File: src/rtl/assert_macros.svh
// Assertion macros for the deframer RTL.
// Depends on nothing; included by shdf_engine.sv, which carries concurrent assertions.
`ifndef ASSERT_MACROS_SVH
`define ASSERT_MACROS_SVH

// Check prop at every rising clock edge outside reset.
`define SHDF_ASSERT(label, clk, rst, prop) \
   label: assert property (@(posedge clk) disable iff (rst) prop) \
      else $error("%m: assertion failed");

// Check that cond never holds outside reset.
`define SHDF_ASSERT_NEVER(label, clk, rst, cond) \
   `SHDF_ASSERT(label, clk, rst, !(cond))

`endif

File: src/rtl/shdf_pkg.sv
// Package for the sync-header frame deframer: constants, codes and structs.
// Depends on nothing; used by every other deframer file but assert_macros.svh.
package shdf_pkg;

   localparam int BYTE_W       = 8;
   localparam int HALF_W       = 16;
   localparam int WORD_W       = 32;
   localparam int HDR_STORE_W  = 64;
   localparam int POS_W        = 17;
   localparam int STATUS_W     = 3;
   localparam int CSR_INDEX_W  = 2;
   localparam int CSR_DATA_W   = 16;
   localparam int TAIL_CNT_W   = 2;

   localparam int HDR_LEN      = 12;
   localparam int LEN_POS      = 10;
   localparam int TRAILER_BASE = 14;
   localparam int CHECK_EXTRA  = 2;
   localparam int CHECK_BIT    = 7;
   localparam int CIPHER_MSB   = 5;
   localparam int CIPHER_LSB   = 4;
   localparam logic [1:0] CIPHER_XOR = 2'b01;

   localparam logic [BYTE_W-1:0]     SYNC_FIRST_RESET  = 8'hAA;
   localparam logic [BYTE_W-1:0]     SYNC_SECOND_RESET = 8'h55;
   localparam logic [BYTE_W-1:0]     KEY_RESET         = 8'h5A;
   localparam logic [CSR_DATA_W-1:0] LIMIT_RESET       = 16'd1500;

   localparam int QUEUE_DEPTH  = 2;
   localparam int QUEUE_PTR_W  = (QUEUE_DEPTH > 1) ? $clog2(QUEUE_DEPTH) : 1;
   localparam int QUEUE_CNT_W  = $clog2(QUEUE_DEPTH + 1);

   typedef enum logic [2:0] {
      PH_HUNT_FIRST  = 3'd0,
      PH_HUNT_SECOND = 3'd1,
      PH_HEADER      = 3'd2,
      PH_PAYLOAD     = 3'd3,
      PH_TAIL        = 3'd4
   } phase_type;

   typedef enum logic [STATUS_W-1:0] {
      ST_HEADER   = 3'd0,
      ST_PAYLOAD  = 3'd1,
      ST_TAIL     = 3'd2,
      ST_ACCEPTED = 3'd3,
      ST_BAD_SYNC = 3'd4,
      ST_OVERSIZE = 3'd5,
      ST_MISMATCH = 3'd6
   } status_type;

   typedef enum logic [CSR_INDEX_W-1:0] {
      CSR_SYNC_FIRST   = 2'd0,
      CSR_SYNC_SECOND  = 2'd1,
      CSR_SCRAMBLE_KEY = 2'd2,
      CSR_FRAME_LIMIT  = 2'd3
   } csr_index_type;

   typedef struct packed {
      logic [BYTE_W-1:0] sync_first;
      logic [BYTE_W-1:0] sync_second;
      logic [BYTE_W-1:0] scramble_key;
      logic [HALF_W-1:0] frame_limit;
   } cfg_type;

   typedef struct packed {
      logic [BYTE_W-1:0] rx_byte;
      logic              first_hit;
      logic              second_hit;
      logic [BYTE_W-1:0] descrambled;
   } queue_entry_type;

   typedef struct packed {
      logic [STATUS_W-1:0] status;
      logic [BYTE_W-1:0]   payload_byte;
      logic [BYTE_W-1:0]   version;
      logic [BYTE_W-1:0]   frame_control;
      logic [HALF_W-1:0]   sequence_number;
      logic [WORD_W-1:0]   time_stamp;
      logic [HALF_W-1:0]   payload_length;
      logic [HALF_W-1:0]   frame_length;
      logic [HALF_W-1:0]   received_check;
      logic [HALF_W-1:0]   computed_check;
   } result_type;

endpackage

File: src/rtl/shdf_req_if.sv
// Byte input channel: valid/ready handshake carrying one received byte.
// Depends on shdf_pkg.
interface shdf_req_if;
   import shdf_pkg::*;

   logic              valid;
   logic              ready;
   logic [BYTE_W-1:0] rx_byte;

   modport source (output valid, output rx_byte, input ready);
   modport sink (input valid, input rx_byte, output ready);
endinterface

File: src/rtl/shdf_rsp_if.sv
// Result channel: valid/ready handshake carrying status and frame fields.
// Depends on shdf_pkg.
interface shdf_rsp_if;
   import shdf_pkg::*;

   logic                valid;
   logic                ready;
   logic [STATUS_W-1:0] status;
   logic [BYTE_W-1:0]   payload_byte;
   logic [BYTE_W-1:0]   version;
   logic [BYTE_W-1:0]   frame_control;
   logic [HALF_W-1:0]   sequence_number;
   logic [WORD_W-1:0]   time_stamp;
   logic [HALF_W-1:0]   payload_length;
   logic [HALF_W-1:0]   frame_length;
   logic [HALF_W-1:0]   received_check;
   logic [HALF_W-1:0]   computed_check;

   modport source (
      output valid, output status, output payload_byte, output version,
      output frame_control, output sequence_number, output time_stamp,
      output payload_length, output frame_length, output received_check,
      output computed_check, input ready
   );
   modport sink (
      input valid, input status, input payload_byte, input version,
      input frame_control, input sequence_number, input time_stamp,
      input payload_length, input frame_length, input received_check,
      input computed_check, output ready
   );
endinterface

File: src/rtl/sync_header_frame_deframer.sv
// Top level of the sync-header frame deframer: configuration registers,
// front end, queue and frame engine. Depends on shdf_pkg and both channel interfaces.
//
//   port       dir  handshake            carries
//   req_chan   in   valid / ready        rx_byte
//   rsp_chan   out  valid / ready        status, payload_byte, header fields, checks
//   csr_*      in   csr_write_en strobe  csr_index, csr_write_data
//
// One byte per cycle sustained while rsp_chan does not stall; each byte gives one
// transaction on rsp_chan. Each byte is registered in the queue and then in the
// engine's result register. The rate is set by the engine's per-byte state update.
// Synchronous reset clears phase, queue pointers and result valid; no clearing pass.
// A stall on rsp_chan holds the result register; the two-entry queue absorbs
// up to two transactions before req_chan.ready drops.
module sync_header_frame_deframer (
   input  logic                                  clock,
   input  logic                                  reset,
   shdf_req_if.sink                              req_chan,
   shdf_rsp_if.source                            rsp_chan,
   input  logic                                  csr_write_en,
   input  logic [shdf_pkg::CSR_INDEX_W-1:0]      csr_index,
   input  logic [shdf_pkg::CSR_DATA_W-1:0]       csr_write_data
);
   import shdf_pkg::*;

   cfg_type           cfg_ff;
   cfg_type           cfg_in;
   logic              push;
   queue_entry_type   push_entry;
   logic              full;
   logic              pop;
   logic              empty;
   queue_entry_type   head;

   always_comb begin
      cfg_in = cfg_ff;
      if (csr_write_en) begin
         unique case (csr_index_type'(csr_index))
            CSR_SYNC_FIRST:   cfg_in.sync_first   = csr_write_data[BYTE_W-1:0];
            CSR_SYNC_SECOND:  cfg_in.sync_second  = csr_write_data[BYTE_W-1:0];
            CSR_SCRAMBLE_KEY: cfg_in.scramble_key = csr_write_data[BYTE_W-1:0];
            CSR_FRAME_LIMIT:  cfg_in.frame_limit  = csr_write_data[HALF_W-1:0];
            default: ;
         endcase
      end
   end

   always_ff @(posedge clock) begin
      if (reset) begin
         cfg_ff.sync_first   <= SYNC_FIRST_RESET;
         cfg_ff.sync_second  <= SYNC_SECOND_RESET;
         cfg_ff.scramble_key <= KEY_RESET;
         cfg_ff.frame_limit  <= LIMIT_RESET;
      end else begin
         cfg_ff <= cfg_in;
      end
   end

   shdf_front u_front (
      .req_chan   (req_chan),
      .cfg        (cfg_ff),
      .full       (full),
      .push       (push),
      .push_entry (push_entry)
   );

   shdf_queue u_queue (
      .clock      (clock),
      .reset      (reset),
      .push       (push),
      .push_entry (push_entry),
      .full       (full),
      .pop        (pop),
      .empty      (empty),
      .head       (head)
   );

   shdf_engine u_engine (
      .clock    (clock),
      .reset    (reset),
      .cfg      (cfg_ff),
      .empty    (empty),
      .head     (head),
      .pop      (pop),
      .rsp_chan (rsp_chan)
   );
endmodule

File: src/rtl/shdf_front.sv
// Front end: accepts received bytes and tags them with sync matches and
// the descrambled value. Depends on shdf_pkg and shdf_req_if.
module shdf_front (
   shdf_req_if.sink                   req_chan,
   input  shdf_pkg::cfg_type          cfg,
   input  logic                       full,
   output logic                       push,
   output shdf_pkg::queue_entry_type  push_entry
);
   import shdf_pkg::*;

   assign req_chan.ready = !full;
   assign push           = req_chan.valid && !full;

   always_comb begin
      push_entry.rx_byte     = req_chan.rx_byte;
      push_entry.first_hit   = (req_chan.rx_byte == cfg.sync_first);
      push_entry.second_hit  = (req_chan.rx_byte == cfg.sync_second);
      push_entry.descrambled = req_chan.rx_byte ^ cfg.scramble_key;
   end
endmodule

File: src/rtl/shdf_queue.sv
// Short queue between front end and frame engine.
// Depends on shdf_pkg.
module shdf_queue (
   input  logic                       clock,
   input  logic                       reset,
   input  logic                       push,
   input  shdf_pkg::queue_entry_type  push_entry,
   output logic                       full,
   input  logic                       pop,
   output logic                       empty,
   output shdf_pkg::queue_entry_type  head
);
   import shdf_pkg::*;

   localparam logic [QUEUE_PTR_W-1:0] LAST_PTR = QUEUE_PTR_W'(QUEUE_DEPTH - 1);

   queue_entry_type               entry_ff [QUEUE_DEPTH];
   logic [QUEUE_PTR_W-1:0]        wr_ptr_ff;
   logic [QUEUE_PTR_W-1:0]        wr_ptr_in;
   logic [QUEUE_PTR_W-1:0]        rd_ptr_ff;
   logic [QUEUE_PTR_W-1:0]        rd_ptr_in;
   logic [QUEUE_CNT_W-1:0]        count_ff;
   logic [QUEUE_CNT_W-1:0]        count_in;

   assign full  = (count_ff == QUEUE_CNT_W'(QUEUE_DEPTH));
   assign empty = (count_ff == '0);
   assign head  = entry_ff[rd_ptr_ff];

   always_comb begin
      wr_ptr_in = wr_ptr_ff;
      rd_ptr_in = rd_ptr_ff;
      count_in  = count_ff;
      if (push) begin
         wr_ptr_in = (wr_ptr_ff == LAST_PTR) ? '0 : wr_ptr_ff + 1'b1;
      end
      if (pop) begin
         rd_ptr_in = (rd_ptr_ff == LAST_PTR) ? '0 : rd_ptr_ff + 1'b1;
      end
      if (push && !pop) begin
         count_in = count_ff + 1'b1;
      end else if (pop && !push) begin
         count_in = count_ff - 1'b1;
      end
   end

   always_ff @(posedge clock) begin
      if (reset) begin
         wr_ptr_ff <= '0;
         rd_ptr_ff <= '0;
         count_ff  <= '0;
      end else begin
         wr_ptr_ff <= wr_ptr_in;
         rd_ptr_ff <= rd_ptr_in;
         count_ff  <= count_in;
      end
   end

   always_ff @(posedge clock) begin
      if (push) begin
         entry_ff[wr_ptr_ff] <= push_entry;
      end
   end
endmodule

File: src/rtl/shdf_engine.sv
// Frame engine: sync, header, payload and tail tracking per byte, with the
// registered result stage. Depends on shdf_pkg, shdf_rsp_if, assert_macros.svh.
`include "assert_macros.svh"

module shdf_engine (
   input  logic                       clock,
   input  logic                       reset,
   input  shdf_pkg::cfg_type          cfg,
   input  logic                       empty,
   input  shdf_pkg::queue_entry_type  head,
   output logic                       pop,
   shdf_rsp_if.source                 rsp_chan
);
   import shdf_pkg::*;

   phase_type                 phase_ff;
   phase_type                 phase_in;
   logic [POS_W-1:0]          pos_ff;
   logic [POS_W-1:0]          pos_in;
   logic [HDR_STORE_W-1:0]    hdr_ff;
   logic [HDR_STORE_W-1:0]    hdr_in;
   logic [HALF_W-1:0]         len_ff;
   logic [HALF_W-1:0]         len_in;
   logic [HALF_W-1:0]         sum_ff;
   logic [HALF_W-1:0]         sum_in;
   logic [HALF_W-1:0]         chk_ff;
   logic [HALF_W-1:0]         chk_in;
   logic [TAIL_CNT_W-1:0]     tail_ff;
   logic [TAIL_CNT_W-1:0]     tail_in;
   logic                      rsp_valid_ff;
   logic                      rsp_valid_in;
   result_type                result_ff;
   result_type                result_in;

   logic [BYTE_W-1:0]         ctl;
   logic                      check_on;
   logic                      cipher_on;
   logic [POS_W-1:0]          pos_next;
   logic [POS_W-1:0]          total;
   logic [HALF_W-1:0]         sum_add;
   logic                      last_tail;
   status_type                status;
   logic [BYTE_W-1:0]         pay;
   logic [HALF_W-1:0]         consumed;
   logic                      frame_done;
   logic                      pos_in_header;

   assign pop = !empty && (!rsp_valid_ff || rsp_chan.ready);

   assign ctl       = hdr_ff[HDR_STORE_W-BYTE_W-1 -: BYTE_W];
   assign check_on  = ctl[CHECK_BIT];
   assign cipher_on = (ctl[CIPHER_MSB:CIPHER_LSB] == CIPHER_XOR);
   assign pos_next  = pos_ff + 1'b1;
   assign sum_add   = sum_ff + HALF_W'(head.rx_byte);
   assign total     = POS_W'(TRAILER_BASE) + POS_W'({len_ff[BYTE_W-1:0], head.rx_byte})
                      + (check_on ? POS_W'(CHECK_EXTRA) : '0);
   assign last_tail = check_on ? (tail_ff == 2'd3) : (tail_ff == 2'd1);

   always_comb begin
      phase_in = phase_ff;
      pos_in   = pos_ff;
      hdr_in   = hdr_ff;
      len_in   = len_ff;
      sum_in   = sum_ff;
      chk_in   = chk_ff;
      tail_in  = tail_ff;
      status   = ST_HEADER;
      pay      = '0;
      consumed = pos_ff[HALF_W-1:0];
      if (pop) begin
         unique case (phase_ff)
            PH_HUNT_SECOND: begin
               consumed = HALF_W'(2);
               if (head.second_hit) begin
                  sum_in   = sum_add;
                  pos_in   = POS_W'(2);
                  phase_in = PH_HEADER;
               end else begin
                  status   = ST_BAD_SYNC;
                  pos_in   = '0;
                  phase_in = PH_HUNT_FIRST;
               end
            end
            PH_HEADER: begin
               if (pos_ff < POS_W'(LEN_POS)) begin
                  hdr_in = {hdr_ff[HDR_STORE_W-BYTE_W-1:0], head.rx_byte};
               end else begin
                  len_in = {len_ff[BYTE_W-1:0], head.rx_byte};
               end
               sum_in   = sum_add;
               pos_in   = pos_next;
               consumed = pos_next[HALF_W-1:0];
               if (pos_next >= POS_W'(HDR_LEN)) begin
                  tail_in = '0;
                  if (total >= POS_W'(cfg.frame_limit)) begin
                     status   = ST_OVERSIZE;
                     phase_in = PH_HUNT_FIRST;
                     pos_in   = '0;
                  end else begin
                     phase_in = (len_in != '0) ? PH_PAYLOAD : PH_TAIL;
                  end
               end
            end
            PH_PAYLOAD: begin
               sum_in   = sum_add;
               pay      = cipher_on ? head.descrambled : head.rx_byte;
               status   = ST_PAYLOAD;
               pos_in   = pos_next;
               consumed = pos_next[HALF_W-1:0];
               if (pos_next >= POS_W'(HDR_LEN) + POS_W'(len_ff)) begin
                  phase_in = PH_TAIL;
               end
            end
            PH_TAIL: begin
               if (check_on && !tail_ff[1]) begin
                  chk_in = {chk_ff[BYTE_W-1:0], head.rx_byte};
               end
               pos_in   = pos_next;
               consumed = pos_next[HALF_W-1:0];
               tail_in  = tail_ff + 1'b1;
               if (last_tail) begin
                  status   = (check_on && (chk_in != sum_ff)) ? ST_MISMATCH : ST_ACCEPTED;
                  phase_in = PH_HUNT_FIRST;
                  pos_in   = '0;
               end else begin
                  status = ST_TAIL;
               end
            end
            default: begin
               hdr_in   = '0;
               len_in   = '0;
               chk_in   = '0;
               tail_in  = '0;
               consumed = HALF_W'(1);
               if (head.first_hit) begin
                  sum_in   = HALF_W'(head.rx_byte);
                  pos_in   = POS_W'(1);
                  phase_in = PH_HUNT_SECOND;
               end else begin
                  sum_in   = '0;
                  pos_in   = '0;
                  status   = ST_BAD_SYNC;
                  phase_in = PH_HUNT_FIRST;
               end
            end
         endcase
      end
   end

   always_comb begin
      result_in.status          = status;
      result_in.payload_byte    = pay;
      result_in.version         = hdr_in[HDR_STORE_W-1 -: BYTE_W];
      result_in.frame_control   = hdr_in[HDR_STORE_W-BYTE_W-1 -: BYTE_W];
      result_in.sequence_number = hdr_in[WORD_W+HALF_W-1:WORD_W];
      result_in.time_stamp      = hdr_in[WORD_W-1:0];
      result_in.payload_length  = len_in;
      result_in.frame_length    = consumed;
      result_in.received_check  = chk_in;
      result_in.computed_check  = sum_in;
      if (pop) begin
         rsp_valid_in = 1'b1;
      end else if (rsp_chan.ready) begin
         rsp_valid_in = 1'b0;
      end else begin
         rsp_valid_in = rsp_valid_ff;
      end
   end

   always_ff @(posedge clock) begin
      if (reset) begin
         phase_ff     <= PH_HUNT_FIRST;
         rsp_valid_ff <= 1'b0;
      end else begin
         phase_ff     <= phase_in;
         rsp_valid_ff <= rsp_valid_in;
      end
   end

   always_ff @(posedge clock) begin
      pos_ff  <= pos_in;
      hdr_ff  <= hdr_in;
      len_ff  <= len_in;
      sum_ff  <= sum_in;
      chk_ff  <= chk_in;
      tail_ff <= tail_in;
      if (pop) begin
         result_ff <= result_in;
      end
   end

   assign rsp_chan.valid           = rsp_valid_ff;
   assign rsp_chan.status          = result_ff.status;
   assign rsp_chan.payload_byte    = result_ff.payload_byte;
   assign rsp_chan.version         = result_ff.version;
   assign rsp_chan.frame_control   = result_ff.frame_control;
   assign rsp_chan.sequence_number = result_ff.sequence_number;
   assign rsp_chan.time_stamp      = result_ff.time_stamp;
   assign rsp_chan.payload_length  = result_ff.payload_length;
   assign rsp_chan.frame_length    = result_ff.frame_length;
   assign rsp_chan.received_check  = result_ff.received_check;
   assign rsp_chan.computed_check  = result_ff.computed_check;

   assign frame_done    = pop && (status inside {ST_ACCEPTED, ST_MISMATCH, ST_OVERSIZE});
   assign pos_in_header = (pos_ff >= POS_W'(2)) && (pos_ff < POS_W'(HDR_LEN));

   `SHDF_ASSERT(a_end_restarts_hunt, clock, reset, frame_done |=> phase_ff == PH_HUNT_FIRST)
   `SHDF_ASSERT_NEVER(a_payload_has_length, clock, reset, phase_ff == PH_PAYLOAD && len_ff == '0)
   `SHDF_ASSERT(a_header_position, clock, reset, phase_ff == PH_HEADER |-> pos_in_header)
endmodule

File: src/flat_wrapper.sv
// flat-port wrapper written by rule: the top's interface ports become plain ports
module sync_header_frame_deframer_flat import shdf_pkg::*;
  (clock, reset, csr_write_en, csr_index, csr_write_data, req_chan_valid, req_chan_rx_byte, req_chan_ready, rsp_chan_valid, rsp_chan_status, rsp_chan_payload_byte, rsp_chan_version, rsp_chan_frame_control, rsp_chan_sequence_number, rsp_chan_time_stamp, rsp_chan_payload_length, rsp_chan_frame_length, rsp_chan_received_check, rsp_chan_computed_check, rsp_chan_ready);
  shdf_req_if req_chan_i ();
  shdf_rsp_if rsp_chan_i ();
  input  logic clock;
  input  logic reset;
  input  logic csr_write_en;
  input  logic [shdf_pkg::CSR_INDEX_W-1:0] csr_index;
  input  logic [shdf_pkg::CSR_DATA_W-1:0] csr_write_data;
  input wire logic [$bits(req_chan_i.valid)-1:0] req_chan_valid;
  input wire logic [$bits(req_chan_i.rx_byte)-1:0] req_chan_rx_byte;
  output wire logic [$bits(req_chan_i.ready)-1:0] req_chan_ready;
  output wire logic [$bits(rsp_chan_i.valid)-1:0] rsp_chan_valid;
  output wire logic [$bits(rsp_chan_i.status)-1:0] rsp_chan_status;
  output wire logic [$bits(rsp_chan_i.payload_byte)-1:0] rsp_chan_payload_byte;
  output wire logic [$bits(rsp_chan_i.version)-1:0] rsp_chan_version;
  output wire logic [$bits(rsp_chan_i.frame_control)-1:0] rsp_chan_frame_control;
  output wire logic [$bits(rsp_chan_i.sequence_number)-1:0] rsp_chan_sequence_number;
  output wire logic [$bits(rsp_chan_i.time_stamp)-1:0] rsp_chan_time_stamp;
  output wire logic [$bits(rsp_chan_i.payload_length)-1:0] rsp_chan_payload_length;
  output wire logic [$bits(rsp_chan_i.frame_length)-1:0] rsp_chan_frame_length;
  output wire logic [$bits(rsp_chan_i.received_check)-1:0] rsp_chan_received_check;
  output wire logic [$bits(rsp_chan_i.computed_check)-1:0] rsp_chan_computed_check;
  input wire logic [$bits(rsp_chan_i.ready)-1:0] rsp_chan_ready;
  assign req_chan_i.valid = req_chan_valid;
  assign req_chan_i.rx_byte = req_chan_rx_byte;
  assign req_chan_ready = req_chan_i.ready;
  assign rsp_chan_valid = rsp_chan_i.valid;
  assign rsp_chan_status = rsp_chan_i.status;
  assign rsp_chan_payload_byte = rsp_chan_i.payload_byte;
  assign rsp_chan_version = rsp_chan_i.version;
  assign rsp_chan_frame_control = rsp_chan_i.frame_control;
  assign rsp_chan_sequence_number = rsp_chan_i.sequence_number;
  assign rsp_chan_time_stamp = rsp_chan_i.time_stamp;
  assign rsp_chan_payload_length = rsp_chan_i.payload_length;
  assign rsp_chan_frame_length = rsp_chan_i.frame_length;
  assign rsp_chan_received_check = rsp_chan_i.received_check;
  assign rsp_chan_computed_check = rsp_chan_i.computed_check;
  assign rsp_chan_i.ready = rsp_chan_ready;
  sync_header_frame_deframer u_core (.clock(clock), .reset(reset), .req_chan(req_chan_i), .rsp_chan(rsp_chan_i), .csr_write_en(csr_write_en), .csr_index(csr_index), .csr_write_data(csr_write_data));
endmodule
File: config.mk
export PLATFORM = sky130hd
export DESIGN_NAME = sync_header_frame_deframer_flat
export DESIGN_NICKNAME = d
export VERILOG_FILES = /design/src/rtl/shdf_pkg.sv /design/src/rtl/shdf_req_if.sv /design/src/rtl/shdf_rsp_if.sv /design/src/rtl/sync_header_frame_deframer.sv /design/src/rtl/shdf_front.sv /design/src/rtl/shdf_queue.sv /design/src/rtl/shdf_engine.sv /design/src/flat_wrapper.sv
export VERILOG_INCLUDE_DIRS = /design/src /design/src/rtl
export SDC_FILE = /design/constraint.sdc
export NUM_CORES = 1
export LEC_CHECK = 0
export BUFFER_PORTS_ARGS = -buffer_cell sky130_fd_sc_hd__clkbuf_2
export CAP_MARGIN = 20
export CORE_MARGIN = 4
export CORE_UTILIZATION = 63
export CTS_CLUSTER_SIZE = 20
export DETAILED_ROUTE_END_ITERATION = 8
export GPL_ROUTABILITY_DRIVEN = 0
export HOLD_SLACK_MARGIN = 0.15
export PLACE_DENSITY = 0.95
export SYNTH_ARGS = -nofsm -noshare
export SYNTH_HDL_FRONTEND = slang
export SYNTH_SLANG_ARGS = --single-unit
export TNS_END_PERCENT = 10
File: constraint.sdc
create_clock -name clock -period 20.3 [get_ports clock]
set_clock_uncertainty 0.1 [all_clocks]
set_input_delay 2.03 -clock clock [delete_from_list [all_inputs] [get_ports clock]]
set_output_delay 2.03 -clock clock [all_outputs]
set_load 0.02 [all_outputs]
Word-level counts from Yosys, hierarchy flattened
Memories as Yosys holds them, arrays and structs flattened. A register that Yosys moved wholly into a read port is not among the register bits.
Index checks and enable logic that the tools add are counted.
{ "totals": {"regBits": 318, "ram_bits": 36, "inputBits": 31, "out_inout_bits": 141, "word_cells": 142, "mem_count": 1} }
{ "mem_list": {"columns": ["name", "depth", "word_bits", "rd", "rd_ports_with_merged_regs", "wr", "line_no", "rtl"], "rows": [
  ["u_core.u_queue.entry_ff", 2, 18, 1, 1, 1, "shdf_queue.sv:17", "queue_entry_type entry_ff [QUEUE_DEPTH];"]
]} }
{ "classes": {"n_addsub": 10, "order_cmp": 4, "n_eq_ne": 17, "n_mux": 54, "bitwise": 2, "n_reduce_logical": 29} }
{ "op_table": {"columns": ["operator", "count"], "rows": [
  ["$mux W16", 10],
  ["$mux W64", 2],
  ["$pmux W64 S2", 1],
  ["$pmux W16 S2", 3],
  ["$pmux W17 S4", 1],
  ["$mux W17", 3],
  ["$pmux W16 S3", 1],
  ["$add A4 B16 Y17 const A", 2],
  ["$mux W3", 11],
  ["$pmux W3 S4", 2],
  ["$add A17 B1 Y17 const B", 1],
  ["$add A17 B2 Y17", 1],
  ["$ge A17 B16 Y1", 1],
  ["$ge A17 B17 Y1", 1],
  ["$ge A17 B4 Y1 const B", 1],
  ["$lt A17 B4 Y1 const B", 1],
  ["$add A16 B8 Y16", 1],
  ["$eq A8 B8 Y1", 2],
  ["$mux W8", 2],
  ["$ne A16 B16 Y1", 1],
  ["$reduce_bool A16 Y1", 1],
  ["$mux W2", 6],
  ["$mux W1", 11],
  ["$reduce_or A3 Y1", 3],
  ["21 further kinds", 47]
]} }

Logic depth before layout (Yosys ltp)
{ "logic_depth": {"depth_word": 10, "ltp_mapped": 21, "mapped_depth_nobuf": 19} }

By module
A second synthesis with hierarchy kept.
{ "hier_totals": {"cells_unflattened": 1244, "hier_area_um2": 15342.2} }
{ "by_module_without_submodules": {"columns": ["mod", "instances", "cells_per_inst", "area_each_um2", "seq_area_each_um2"], "rows": [
  ["shdf_engine", 1, 964, 11891.4, 7066.8],
  ["sync_header_frame_deframer", 1, 162, 1634.1, 800.8],
  ["shdf_queue", 1, 78, 1503.9, 1181.1],
  ["shdf_front", 1, 40, 312.8, 0.0]
]} }

Worst setup path before layout
OpenSTA, ideal clock, no wires.
{ "synth_timing": {"kind": "in2reg", "start": "input port rsp_chan_ready", "end": "register u_core.u_engine.result_ff, in the netlist u_core.u_engine.rsp_chan.received_check[13], data pin", "setup_ns": 0.260, "arrival_ns": 8.517, "required_time_ns": 19.940, "slack_ns": 11.423, "stages": 7, "n_path_buf": 2, "cell_sequence": "nand2b_1 > o21ai_1 > inv_1 > clkbuf_1 > nand3_1 > clkbuf_1 > a22o_1"} }
{ "synth_between": {"elab_chain_len": 3} }
{ "synth_lines": {"columns": ["item", "line_no", "rtl"], "rows": [
  ["start: declaration", "flat_wrapper.sv:25", "input wire logic [$bits(rsp_chan_i.ready)-1:0] rsp_chan_ready;"],
  ["$logic_or A1 B1 Y1", "shdf_engine.sv:48", "assign pop = !empty && (!rsp_valid_ff || rsp_chan.ready);"],
  ["$logic_and A1 B1 Y1", "shdf_engine.sv:48", null],
  ["via u_core.pop", "sync_header_frame_deframer.sv:31", "logic pop;"],
  ["$mux W16", "shdf_engine.sv:70", "if (pop) begin"],
  ["via u_core.u_engine.chk_in[13]", "shdf_engine.sv:27", "logic [HALF_W-1:0] chk_in;"],
  ["end signal: assignment", "shdf_engine.sv:188", "result_ff <= result_in;"],
  ["end: declaration", "shdf_engine.sv:32", "result_type result_ff;"]
]} }
The timed path passes the listed nets, and every way through them passes these cells.
A chain may end at the register's enable or synchronous reset.

==> run metrics <==
outcome=finished clean; via count=10940; worst rel slew slack=22.81%; final cell count without fillers=1780; Critical Path AT=5.83 ns; synthesized area=14920 sq um; IO Pins=172; Post-Syn Nets=1353; CTS Hold Bufs=0; Avg WL per Cell=20.46 microns; Die Span X=161.9 microns; PD cells=157.2 nW/um^2; Final Hold Vio Count=0; CTS root buffer=clkbuf_16; commonest cells after routing, fill and taps aside=194 x edfxtp_1, 171 x clkbuf_2, 161 x dfxtp_1, 107 x nand2_1, 100 x nor2_1; footprint of the multi-input gates=5388 sq um; Resized Gates After CTS=0; drt pass-1 iters=8; CTS Buf Count=36; crit end category=flip-flop; Core Region=23400 sq um; Worst Tran Pin Value=1.156 ns; Slew Limit Fails=0; flops & latches, synth=355; clock buffer depth=3; Cells after DPL=1714; Hold WS=0.3577 ns; initial antenna violation count=0; setup TNS=0 ns; H-tree levels=2; number of setup buffers added after CTS=0; Setup-failing EPs final=0; post-layout minimum cycle time=5.687 ns; crit start category=flip-flop; ys async rst share=0%; crit path max fanout=25; commonest non-fill, non-tap cell in the layout=edfxtp_1; die area=26200 sq um; TritonCTS clock tree=yes; Nets=1517; Post-Syn Area per Cell=11.75 sq um; Netlist cell types=66; Clock Sink Count=355; 1st-iter DRT viols=1096; area of all sequential standard cells=9049 sq um; clock latency on the worst-skew pair=0.54 ns; Initial Utilization=63.74%; Max Freq=0.1758 GHz; r2r setup slk=14.61 ns; vias in the first global route=10720; Req. time, crit path=20.44 ns; gr ovfl total=0; die height=161.9 microns; Port Buffers=171; Post-DP HPWL=24570 microns; share of cells above drive strength 1=17.59%; Clock transition at path regs=0.06 ns; Remaining DRCs=0; global-route wire length before repair=57040 microns; Setup CP Type=flip-flop to flip-flop; WL final=36430 microns; drt via density=6.144; Area growth syn-to-layout=15.90%; leakage=6.867 nW; Cells after Synth=1269; Worst VDD drop=0.0001299 V; Routed Antenna Nets=0; part of the cycle the worst path needs=28.01%; fillers=1453; sequential fraction of the synthesis area=60.67%; number of flops mapped to enable cells by yosys=194; largest net degree at the start of global routing=85; ANT cells=0; Top FF cell, synth=edfxtp_1; Max-Cap Viols=0; total track usage=27.26%; Synthesis Warnings=0; unrepaired setup endpoints after global routing=false; std cell rows=56; worst min path class=flip-flop to flip-flop
[Yosys cell counts (22+ instances only)]
cell,number,area [sq um]
xnor2_1,57,499.2
mux2i_1,37,370.4
dfxtp_1,161,3223
xor2_1,32,280.3
o21ai_0,64,320.3
nand3_1,32,160.2
clkbuf_1,43,161.4
a22o_1,70,613.1
nand4_1,22,137.6
edfxtp_1,194,5826
ha_1,51,638.1
nand2_1,107,401.6
nor2_1,100,375.4
a21oi_1,40,200.2
inv_1,62,232.7
[through the flow]
step / total power, W / worst slack [ns] / instance area [sq um] / util (%)
3_5_place_dp: 0.002016 / 14.82 / 16040 / 68.53
5_1_grt: 0.002841 / 14.34 / 17290 / 73.87
4_1_cts: 0.002710 / 14.85 / 17290 / 73.87
6_report: 0.002717 / 14.61 / 17290 / 73.87
3_3_place_gp: 0.001975 / 14.95 / 16040 / 68.53
2_1_floorplan: 0.001744 / 11.42 / 14920 / -
[cell families (layout without fill, tap and decap cells)]
logic type,after synthesis,in the layout,synth area share (%)
AO/OA/AOI/OAI,268,268,12.78
XOR/XNOR,89,89,5.226
adder cells (fa/ha/maj),53,53,4.547
buffers and inverters,122,314,3.330
flip-flops,355,355,60.67
multiplexers,38,38,2.559
AND/OR/NAND/NOR,344,344,10.89
[critical path, cell delays in order, from the launching register on]
cell	delay, ns
dfxtp_1	0.30
buf_4	0.34
mux2i_1	0.74
inv_1	0.30
fa_1	0.51
inv_1	0.07
a21o_1	0.16
nand2_1	0.08
xnor2_1	0.13
ha_1	0.32
and4_1	0.25
o211ai_1	0.10
o211a_1	0.22
nor4_1	0.58
nor3_1	0.22
a2111oi_4	0.78
o21ai_0	0.18
[final cells by class]
type | count | area share (%)
clock inverters | 17 | 0.9553
flip-flops and latches | 355 | 52.34
clock buffers | 49 | 6.275
well taps | 319 | 2.309
repair buffers | 185 | 5.558
inverters | 63 | 1.397
multi-input cells | 792 | 31.16
[power breakdown]
group / internal (W) / leakage [nW] / switching [W]
clock network: 0.000405 / 0.625 / 0.000277
logic: 0.000284 / 3.04 / 0.000649
registers: 0.000987 / 3.20 / 0.000114
[flip-flops by register name, summed over array words and instances (netlist names), 17 cells and up, named ones only]
register                             flops
u_core.u_engine.hdr_ff                  64
u_core.cfg_ff                           40
u_core.u_queue.entry_ff                 36
u_core.u_engine.rsp_chan.time_stamp     32
u_core.u_engine.pos_ff                  17
[routing by layer]
metal	GRT usage [%]	share of wire (%)
met5	0	0
met2	47.13	49
met3	5.608	8.8
met4	13.23	5.0
met1	32.72	37
[path summary, 6_finish.rpt]
check                                 start                             endpoint  cells past startpoint
max                               flip-flop  u_core.u_engine.pos_ff[0]$_DFFE_PP_                     16
min          u_core.cfg_ff[15]$_SDFFE_PP0P_       u_core.cfg_ff[15]$_SDFFE_PP0P_                      2
max reg2reg                       flip-flop  u_core.u_engine.pos_ff[0]$_DFFE_PP_                     16
min reg2reg  u_core.cfg_ff[15]$_SDFFE_PP0P_       u_core.cfg_ff[15]$_SDFFE_PP0P_                      2
Power figures use the tool's default switching activity.
